--- src/rtl/vdld_pkg.sv ---
// ---------------------------------------------------------------------------
// vdld_pkg
// Types, opcodes and helpers of the vector display-list decoder.
// ---------------------------------------------------------------------------
package vdld_pkg;

   localparam int BYTE_W  = 8;
   localparam int COORD_W = 15;
   localparam int TDATA_W = 72;

   localparam logic [BYTE_W-1:0] BRIGHT_RESET = 8'h7f;

   localparam logic [BYTE_W-1:0] OP_BRIGHT = 8'd1;
   localparam logic [BYTE_W-1:0] OP_DOT    = 8'd2;
   localparam logic [BYTE_W-1:0] OP_LINE   = 8'd3;
   localparam logic [BYTE_W-1:0] OP_PATH   = 8'd4;
   localparam logic [BYTE_W-1:0] OP_END    = 8'd5;

   localparam logic KIND_SEGMENT = 1'b0;
   localparam logic KIND_END     = 1'b1;

   typedef enum logic [6:0] {
      PH_OPCODE     = 7'b0000001,
      PH_BRIGHT     = 7'b0000010,
      PH_DOT        = 7'b0000100,
      PH_LINE       = 7'b0001000,
      PH_PATH_COUNT = 7'b0010000,
      PH_PATH_FIRST = 7'b0100000,
      PH_PATH_POINT = 7'b1000000
   } phase_type;

   typedef struct packed {
      logic                      emit;
      logic                      kind;
      logic signed [COORD_W-1:0] x_start;
      logic signed [COORD_W-1:0] y_start;
      logic signed [COORD_W-1:0] x_end;
      logic signed [COORD_W-1:0] y_end;
      logic [BYTE_W-1:0]         beam_level;
   } result_type;

   function automatic logic signed [COORD_W-1:0] scale_coord(input logic [BYTE_W-1:0] b);
      return {b, 7'b0000000};
   endfunction

   function automatic result_type make_segment(input logic [BYTE_W-1:0] xs,
                                               input logic [BYTE_W-1:0] ys,
                                               input logic [BYTE_W-1:0] xe,
                                               input logic [BYTE_W-1:0] ye,
                                               input logic [BYTE_W-1:0] level);
      result_type r;
      r.emit       = 1'b1;
      r.kind       = KIND_SEGMENT;
      r.x_start    = scale_coord(xs);
      r.y_start    = scale_coord(ys);
      r.x_end      = scale_coord(xe);
      r.y_end      = scale_coord(ye);
      r.beam_level = level;
      return r;
   endfunction

endpackage

--- src/rtl/vdld_parser.sv ---
// ---------------------------------------------------------------------------
// vdld_parser
// Display-list parser state and the result decoded from the current byte.
// ---------------------------------------------------------------------------
module vdld_parser
   import vdld_pkg::*;
(
   input  logic              clock,
   input  logic              reset,
   input  logic              step,
   input  logic [BYTE_W-1:0] data_byte,
   output result_type        result
);

   phase_type         phase_ff,  phase_in;
   logic [1:0]        index_ff,  index_in;
   logic [BYTE_W-1:0] held_ff [4];
   logic [BYTE_W-1:0] held_in [4];
   logic [BYTE_W-1:0] points_ff, points_in;
   logic [BYTE_W-1:0] bright_ff, bright_in;

   always_comb begin
      logic [BYTE_W-1:0] w [4];
      logic [BYTE_W-1:0] pts_dec;
      w        = held_ff;
      pts_dec  = (points_ff != '0) ? points_ff - 8'd1 : points_ff;
      phase_in  = phase_ff;
      index_in  = index_ff;
      held_in   = held_ff;
      points_in = points_ff;
      bright_in = bright_ff;
      result    = '0;
      case (phase_ff)
         PH_BRIGHT: begin
            bright_in = data_byte;
            phase_in  = PH_OPCODE;
         end
         PH_DOT: begin
            w[index_ff] = data_byte;
            held_in     = w;
            if (index_ff != 2'd0) begin
               result   = make_segment(w[0], w[1], w[0], w[1], bright_ff);
               phase_in = PH_OPCODE;
               index_in = 2'd0;
            end else begin
               index_in = index_ff + 2'd1;
            end
         end
         PH_LINE, PH_PATH_FIRST: begin
            w[index_ff] = data_byte;
            held_in     = w;
            if (index_ff == 2'd3) begin
               result   = make_segment(w[0], w[1], w[2], w[3], bright_ff);
               index_in = 2'd0;
               if (phase_ff == PH_PATH_FIRST && points_ff != '0) begin
                  phase_in = PH_PATH_POINT;
               end else begin
                  phase_in = PH_OPCODE;
               end
            end else begin
               index_in = index_ff + 2'd1;
            end
         end
         PH_PATH_COUNT: begin
            points_in = (data_byte != '0) ? data_byte - 8'd1 : '0;
            index_in  = 2'd0;
            phase_in  = PH_PATH_FIRST;
         end
         PH_PATH_POINT: begin
            w[{1'b0, index_ff[0]}] = data_byte;
            held_in                = w;
            if (index_ff[0]) begin
               result     = make_segment(held_ff[2], held_ff[3], w[0], w[1], bright_ff);
               held_in[2] = w[0];
               held_in[3] = w[1];
               index_in   = 2'd0;
               points_in  = pts_dec;
               if (pts_dec == '0) begin
                  phase_in = PH_OPCODE;
               end
            end else begin
               index_in = 2'd1;
            end
         end
         default: begin
            index_in = 2'd0;
            phase_in = PH_OPCODE;
            case (data_byte)
               OP_BRIGHT: phase_in = PH_BRIGHT;
               OP_DOT:    phase_in = PH_DOT;
               OP_LINE:   phase_in = PH_LINE;
               OP_PATH:   phase_in = PH_PATH_COUNT;
               OP_END: begin
                  result.emit = 1'b1;
                  result.kind = KIND_END;
               end
               default:   phase_in = PH_OPCODE;
            endcase
         end
      endcase
   end

   always_ff @(posedge clock) begin
      if (reset) begin
         phase_ff  <= PH_OPCODE;
         index_ff  <= 2'd0;
         held_ff   <= '{default: '0};
         points_ff <= '0;
         bright_ff <= BRIGHT_RESET;
      end else if (step) begin
         phase_ff  <= phase_in;
         index_ff  <= index_in;
         held_ff   <= held_in;
         points_ff <= points_in;
         bright_ff <= bright_in;
      end
   end

endmodule

--- src/rtl/vector_display_list_decoder_core.sv ---
// ---------------------------------------------------------------------------
// vector_display_list_decoder_core
// Turns a display-list byte stream into beam segments and end markers.
// ---------------------------------------------------------------------------
// One byte is taken per cycle, back to back, as long as results are drained.
// A byte is held in the input register, decoded against the parser state
// in a single pass and lands in the result register. Bytes that do not
// complete a command (opcodes other than END, counts, leading coordinates,
// brightness values, unknown opcodes) produce no transaction. A stalled
// result holds the pipe; the input register frees as soon as the result
// register is taken.
module vector_display_list_decoder_core
   import vdld_pkg::*;
(
   input  logic               clock,
   input  logic               reset,
   input  logic               req_tvalid,
   output logic               req_tready,
   input  logic [BYTE_W-1:0]  req_tdata,   // [7:0] data_byte
   output logic               rsp_tvalid,
   input  logic               rsp_tready,
   output logic [TDATA_W-1:0] rsp_tdata,   // x_start, y_start, x_end, y_end, beam_level, pad
   output logic               rsp_tuser    // [0] kind
);

   logic              in_valid_ff, in_valid_in;
   logic [BYTE_W-1:0] in_byte_ff;
   logic              rsp_valid_ff, rsp_valid_in;
   result_type        rsp_ff;
   result_type        result;
   logic              advance;
   logic              step;

   assign advance    = !rsp_valid_ff || rsp_tready;
   assign req_tready = !in_valid_ff || advance;
   assign step       = in_valid_ff && advance;

   always_comb begin
      in_valid_in = in_valid_ff;
      if (req_tvalid && req_tready) begin
         in_valid_in = 1'b1;
      end else if (step) begin
         in_valid_in = 1'b0;
      end
      rsp_valid_in = advance ? (step && result.emit) : rsp_valid_ff;
   end

   vdld_parser u_parser (
      .clock     (clock),
      .reset     (reset),
      .step      (step),
      .data_byte (in_byte_ff),
      .result    (result)
   );

   always_ff @(posedge clock) begin
      if (reset) begin
         in_valid_ff  <= 1'b0;
         rsp_valid_ff <= 1'b0;
      end else begin
         in_valid_ff  <= in_valid_in;
         rsp_valid_ff <= rsp_valid_in;
      end
   end

   always_ff @(posedge clock) begin
      if (req_tvalid && req_tready) begin
         in_byte_ff <= req_tdata;
      end
      if (step && result.emit) begin
         rsp_ff <= result;
      end
   end

   assign rsp_tvalid = rsp_valid_ff;
   assign rsp_tuser  = rsp_ff.kind;
   assign rsp_tdata  = {4'b0000, rsp_ff.beam_level, rsp_ff.y_end, rsp_ff.x_end,
                        rsp_ff.y_start, rsp_ff.x_start};

endmodule

--- config.mk ---
export PLATFORM = sky130hd
export DESIGN_NAME = vector_display_list_decoder_core
export DESIGN_NICKNAME = d
export VERILOG_FILES = /design/src/rtl/vdld_pkg.sv /design/src/rtl/vdld_parser.sv /design/src/rtl/vector_display_list_decoder_core.sv
export SDC_FILE = /design/constraint.sdc
export NUM_CORES = 1
export LEC_CHECK = 0
export ABC_AREA = 1
export BUFFER_PORTS_ARGS = -buffer_cell sky130_fd_sc_hd__buf_2
export CORE_MARGIN = 2
export CORE_UTILIZATION = 52
export CTS_CLUSTER_DIAMETER = 200
export DETAILED_ROUTE_END_ITERATION = 8
export HOLD_SLACK_MARGIN = 0.05
export PLACE_DENSITY = 0.8
export RECOVER_POWER = 25
export SLEW_MARGIN = 30
export SYNTH_ARGS = -nofsm -noshare
export SYNTH_HDL_FRONTEND = slang
export SYNTH_SLANG_ARGS = --single-unit
--- constraint.sdc ---
create_clock -name clock -period 2.7 [get_ports clock]
set_input_delay 0.54 -clock clock [delete_from_list [all_inputs] [get_ports clock]]
set_output_delay 0.54 -clock clock [all_outputs]
set_load 0.01 [all_outputs]
==> flow_metrics.env <==
export IMPL_status="finished, final reports clean"
export IMPL_yosys_area_top_type="edfxtp_1"
export IMPL_hold_viol_final=0
export IMPL_numCtsBuffers=9
export IMPL_synth_distinct_cells=38
export IMPL_fmaxAchievable_mhz=410
export IMPL_pwr_share_seq=0.599
export IMPL_grt_usage=0.249
export IMPL_post_cts_buffers=0
export IMPL_num_rows=38
export IMPL_min_period_ps=2440
export IMPL_dieHeight_um=110
export IMPL_p_switching_mw=0.790
export IMPL_ys_seq_elements=108
export IMPL_combPwrFrac=0.087
export IMPL_min_from="req_tdata[0]"
export IMPL_clock_sinks=108
export IMPL_rsz0062_at_grt="false"
export IMPL_r2r_slack_ps=260
export IMPL_hold_buffers=0
export IMPL_power_density_nw_per_um2=468
export IMPL_cp_cell_sequence="inv_2 -> ha_1 -> clkinv_1 -> nand2_2 -> nand2_1 -> nor2_2 -> nand2_1 -> nand2_1 -> clkinvlp_4 -> buf_4"
export IMPL_initial_core_util=0.535
export IMPL_wl_per_cell_um=15.8
export IMPL_antenna_found_initial=0
export IMPL_area_delta_synth_final_pct=7.26
export IMPL_dp_hpwl_mm=9.96
export IMPL_n_antenna_cell=0
export IMPL_p_leak_nw=2.51
export IMPL_drv_cap=0
export IMPL_r2r_start="u_parser.index_ff[0]$_SDFFE_PP0P_"
export IMPL_min_to="in_byte_ff[0]$_DFFE_PP_"
export IMPL_path_buf_inv=4
export IMPL_startpoint="u_parser.index_ff[0]$_SDFFE_PP0P_"
export IMPL_drc=0
export IMPL_cpLargestDelayFamily="simple AND/OR/NAND/NOR gates"
export IMPL_via_count=5134
export IMPL_gp_congestion=0.911
export IMPL_cts_htree_levels=3
export IMPL_irDropWorstVdd_v=0.000297
export IMPL_rr_worst_depth=10
export IMPL_core_um2=10900
export IMPL_worst_slew_pin_slew_ps=585
export IMPL_synth_top_area_share=0.252
export IMPL_die_x_um=110
export IMPL_finalWorstSetupSlack_ps=260
export IMPL_postSynthCellCount=713
export IMPL_fin_nets=786
export IMPL_finalSetupTns_ps=0
export IMPL_min_path_cells=1
export IMPL_worst_r2r_endpoint="rsp_tdata[22]$_SDFFCE_PN0P_"
export IMPL_min_path_type="primary input to register"
export IMPL_wl_mm=14.3
export IMPL_final_max_slew_viol_count=0
export IMPL_grt_pass1_wl_mm=23.2
export IMPL_pwr_share_clk=0.314
export IMPL_overflow=0
export IMPL_end_kind="register"
export IMPL_crit_top_cell="nand2_1"
export IMPL_drt_pass1_iterations=5
export IMPL_slew_limit_headroom=0.610
export IMPL_avgSynthCellArea_um2=8.17
export IMPL_ys_warn_count=0
export IMPL_port_buffers=54
export IMPL_setup_violations=0
export IMPL_p_int_mw=2.14
export IMPL_cts_tree="done"
export IMPL_cts_resized=0
export IMPL_dpl_cell_area_um2=6120
export IMPL_cp_required_ps=2820
export IMPL_finalCritPeriodShare=0.904
export IMPL_crit_type="register to register"
export IMPL_dp_slack_ps=285
export IMPL_cp_slowest_cell="dfxtp_1"
export IMPL_cpPeakStageDelay_ps=410
export IMPL_final_util=0.574
export IMPL_yosys_top_cells_area="edfxtp_1, dfxtp_1, nand2_1"
export IMPL_finalInstanceArea_um2=6250
export IMPL_start_kind="register"
export IMPL_synth_seq_area_share=0.455
export IMPL_grt_max_degree=52
export IMPL_clkSlewWorstSetupHoldPaths_ps=100
export IMPL_switching_share=0.270
export IMPL_path_max_fanout=20
export IMPL_drt_iter0_drc=417
export IMPL_die_area_um2=12100
export IMPL_viasPerCell=5.66
export IMPL_synth_area_um2=5830
export IMPL_worstPathArrival_ps=2560
export IMPL_detail_route_antenna_nets=0
export IMPL_clock_latency_ps=380
export IMPL_cts_root_buf="clkbuf_8"
export IMPL_io_pins=87
export IMPL_skew_ps=8.32
export IMPL_grt_pass1_vias=4802
export IMPL_drive_gt1_frac=0.111
export IMPL_cts_buffer_depth=2
==> worst reg2reg max path, stage by stage, from the launching register on <==
cell,delay (ps)
dfxtp_1,410
inv_2,170
ha_1,370
clkinv_1,160
nand2_2,240
nand2_1,160
nor2_2,140
nand2_1,70
nand2_1,130
clkinvlp_4,100
buf_4,220
==> power groups by stage <==
stage / combinational, mW / clock, mW / sequential [mW]
final: 0.254 / 0.919 / 1.75
after CTS: 0.248 / 0.925 / 1.75
after global routing: 0.281 / 0.984 / 1.76
after detailed placement: 0.247 / 0 / 1.79
after floorplan: 0.221 / 0 / 1.78
after global placement: 0.242 / 0 / 1.79
==> through the flow <==
step | hold WS, ps | std cells | total power, mW
3_3_place_gp | 448 | 891 | 2.03
4_1_cts | 323 | 907 | 2.93
2_1_floorplan | 436 | 744 | 2.00
3_5_place_dp | 460 | 891 | 2.04
5_1_grt | 320 | 907 | 3.02
6_report | 332 | 907 | 2.93
==> final cells by class <==
class                      instances  area (um2)
fill                            1003        4640
sequential                       108        2650
multi-input combinational        497        2610
timing repair buffer              70         349
inverter                          76         289
tap                              140         175
clock buffer                       9         124
clock inverter                     7        51.3
==> layer usage <==
layer | up-vias | global-route usage | part of all wire
li1 | 2463 | - | -
met3 | 33 | 0.0391 | 0.085
met1 | 2367 | 0.333 | 0.43
met5 | - | 0 | 0
met4 | 0 | 0.106 | 0.028
met2 | 271 | 0.400 | 0.46
==> cells in the mapped netlist <==
| cell | count |
|---|---|
| nand2_1 | 129 |
| o21ai_0 | 90 |
| inv_1 | 65 |
| dfxtp_1 | 59 |
| nor2_1 | 54 |
| edfxtp_1 | 49 |
| a21oi_1 | 45 |
| buf_4 | 33 |
| nand3_1 | 33 |
| o211ai_1 | 17 |
| clkbuf_1 | 16 |
| o221ai_1 | 15 |
| o22ai_1 | 15 |
| ha_1 | 12 |
| buf_2 | 11 |
| inv_2 | 9 |
| xor2_1 | 6 |
| nor3_1 | 5 |
| a21boi_0 | 4 |
| a31oi_1 | 4 |
| nand2_2 | 4 |
| nand4_1 | 4 |
| nor2_2 | 4 |
| o21a_1 | 4 |
| buf_6 | 3 |
| nand2_4 | 3 |
| nor2_4 | 3 |
| nor2_8 | 3 |
| o21ai_1 | 3 |
| a211oi_2 | 2 |
| clkinv_1 | 2 |
| a21oi_2 | 1 |
| conb_1 | 1 |
| nand3_2 | 1 |
| nand3b_1 | 1 |
| nand4_2 | 1 |
| nor4_1 | 1 |
| xnor2_1 | 1 |
==> cells by family (layout without fill, tap and decap cells) <==
group / Yosys count / after routing / synth area share
simple gates: 246 / 246 / 0.191
compound gates: 200 / 200 / 0.199
buf+inv: 139 / 162 / 0.117
flops: 108 / 108 / 0.455
fa+ha+maj: 12 / 12 / 0.0258
xor+xnor: 7 / 7 / 0.0105
other cells: 1 / 32 / 0.000643
==> worst max path at each step <==
stage / end / slack (ps) / cells past startpoint
floorplan: rsp_tdata[10]$_SDFFCE_PN0P_ / 30 / 10
global placement: rsp_tdata[25]$_SDFFCE_PN0P_ / 420 / 9
detailed placement: u_parser.held_ff[8]$_SDFFE_PP0P_ / 290 / 10
CTS: u_parser.held_ff[8]$_SDFFE_PP0P_ / 300 / 11
global route: rsp_tdata[52]$_SDFFCE_PN0P_ / 70 / 9
finish: rsp_tdata[22]$_SDFFCE_PN0P_ / 260 / 10
==> cell usage in the layout, fill, tap and decap left out, drive strengths merged, types with 5 or more instances in the layout <==
cell      n
inv      75
dfxtp    59
edfxtp   49
buf      37
o221ai   15
ha       12
nand4     5
xor2      6
nand2   136
conb     32
o22ai    15
nand3    34
clkinv    6
o21ai    93
nor2     64
clkbuf   42
a21oi    46
nor3      5
o211ai   17
==> sequential cells by signal (all words and copies together) (netlist names), named ones only <==
register	flops
u_parser.index_ff	2
in_valid_ff	1
rsp_tvalid	1
u_parser.held_ff	23
u_parser.points_ff	8
in_byte_ff	8
rsp_tdata	40
u_parser.phase_ff	7
rsp_tuser	1
u_parser.bright_ff	8
Note: power is estimated with default switching activity, not from simulation.
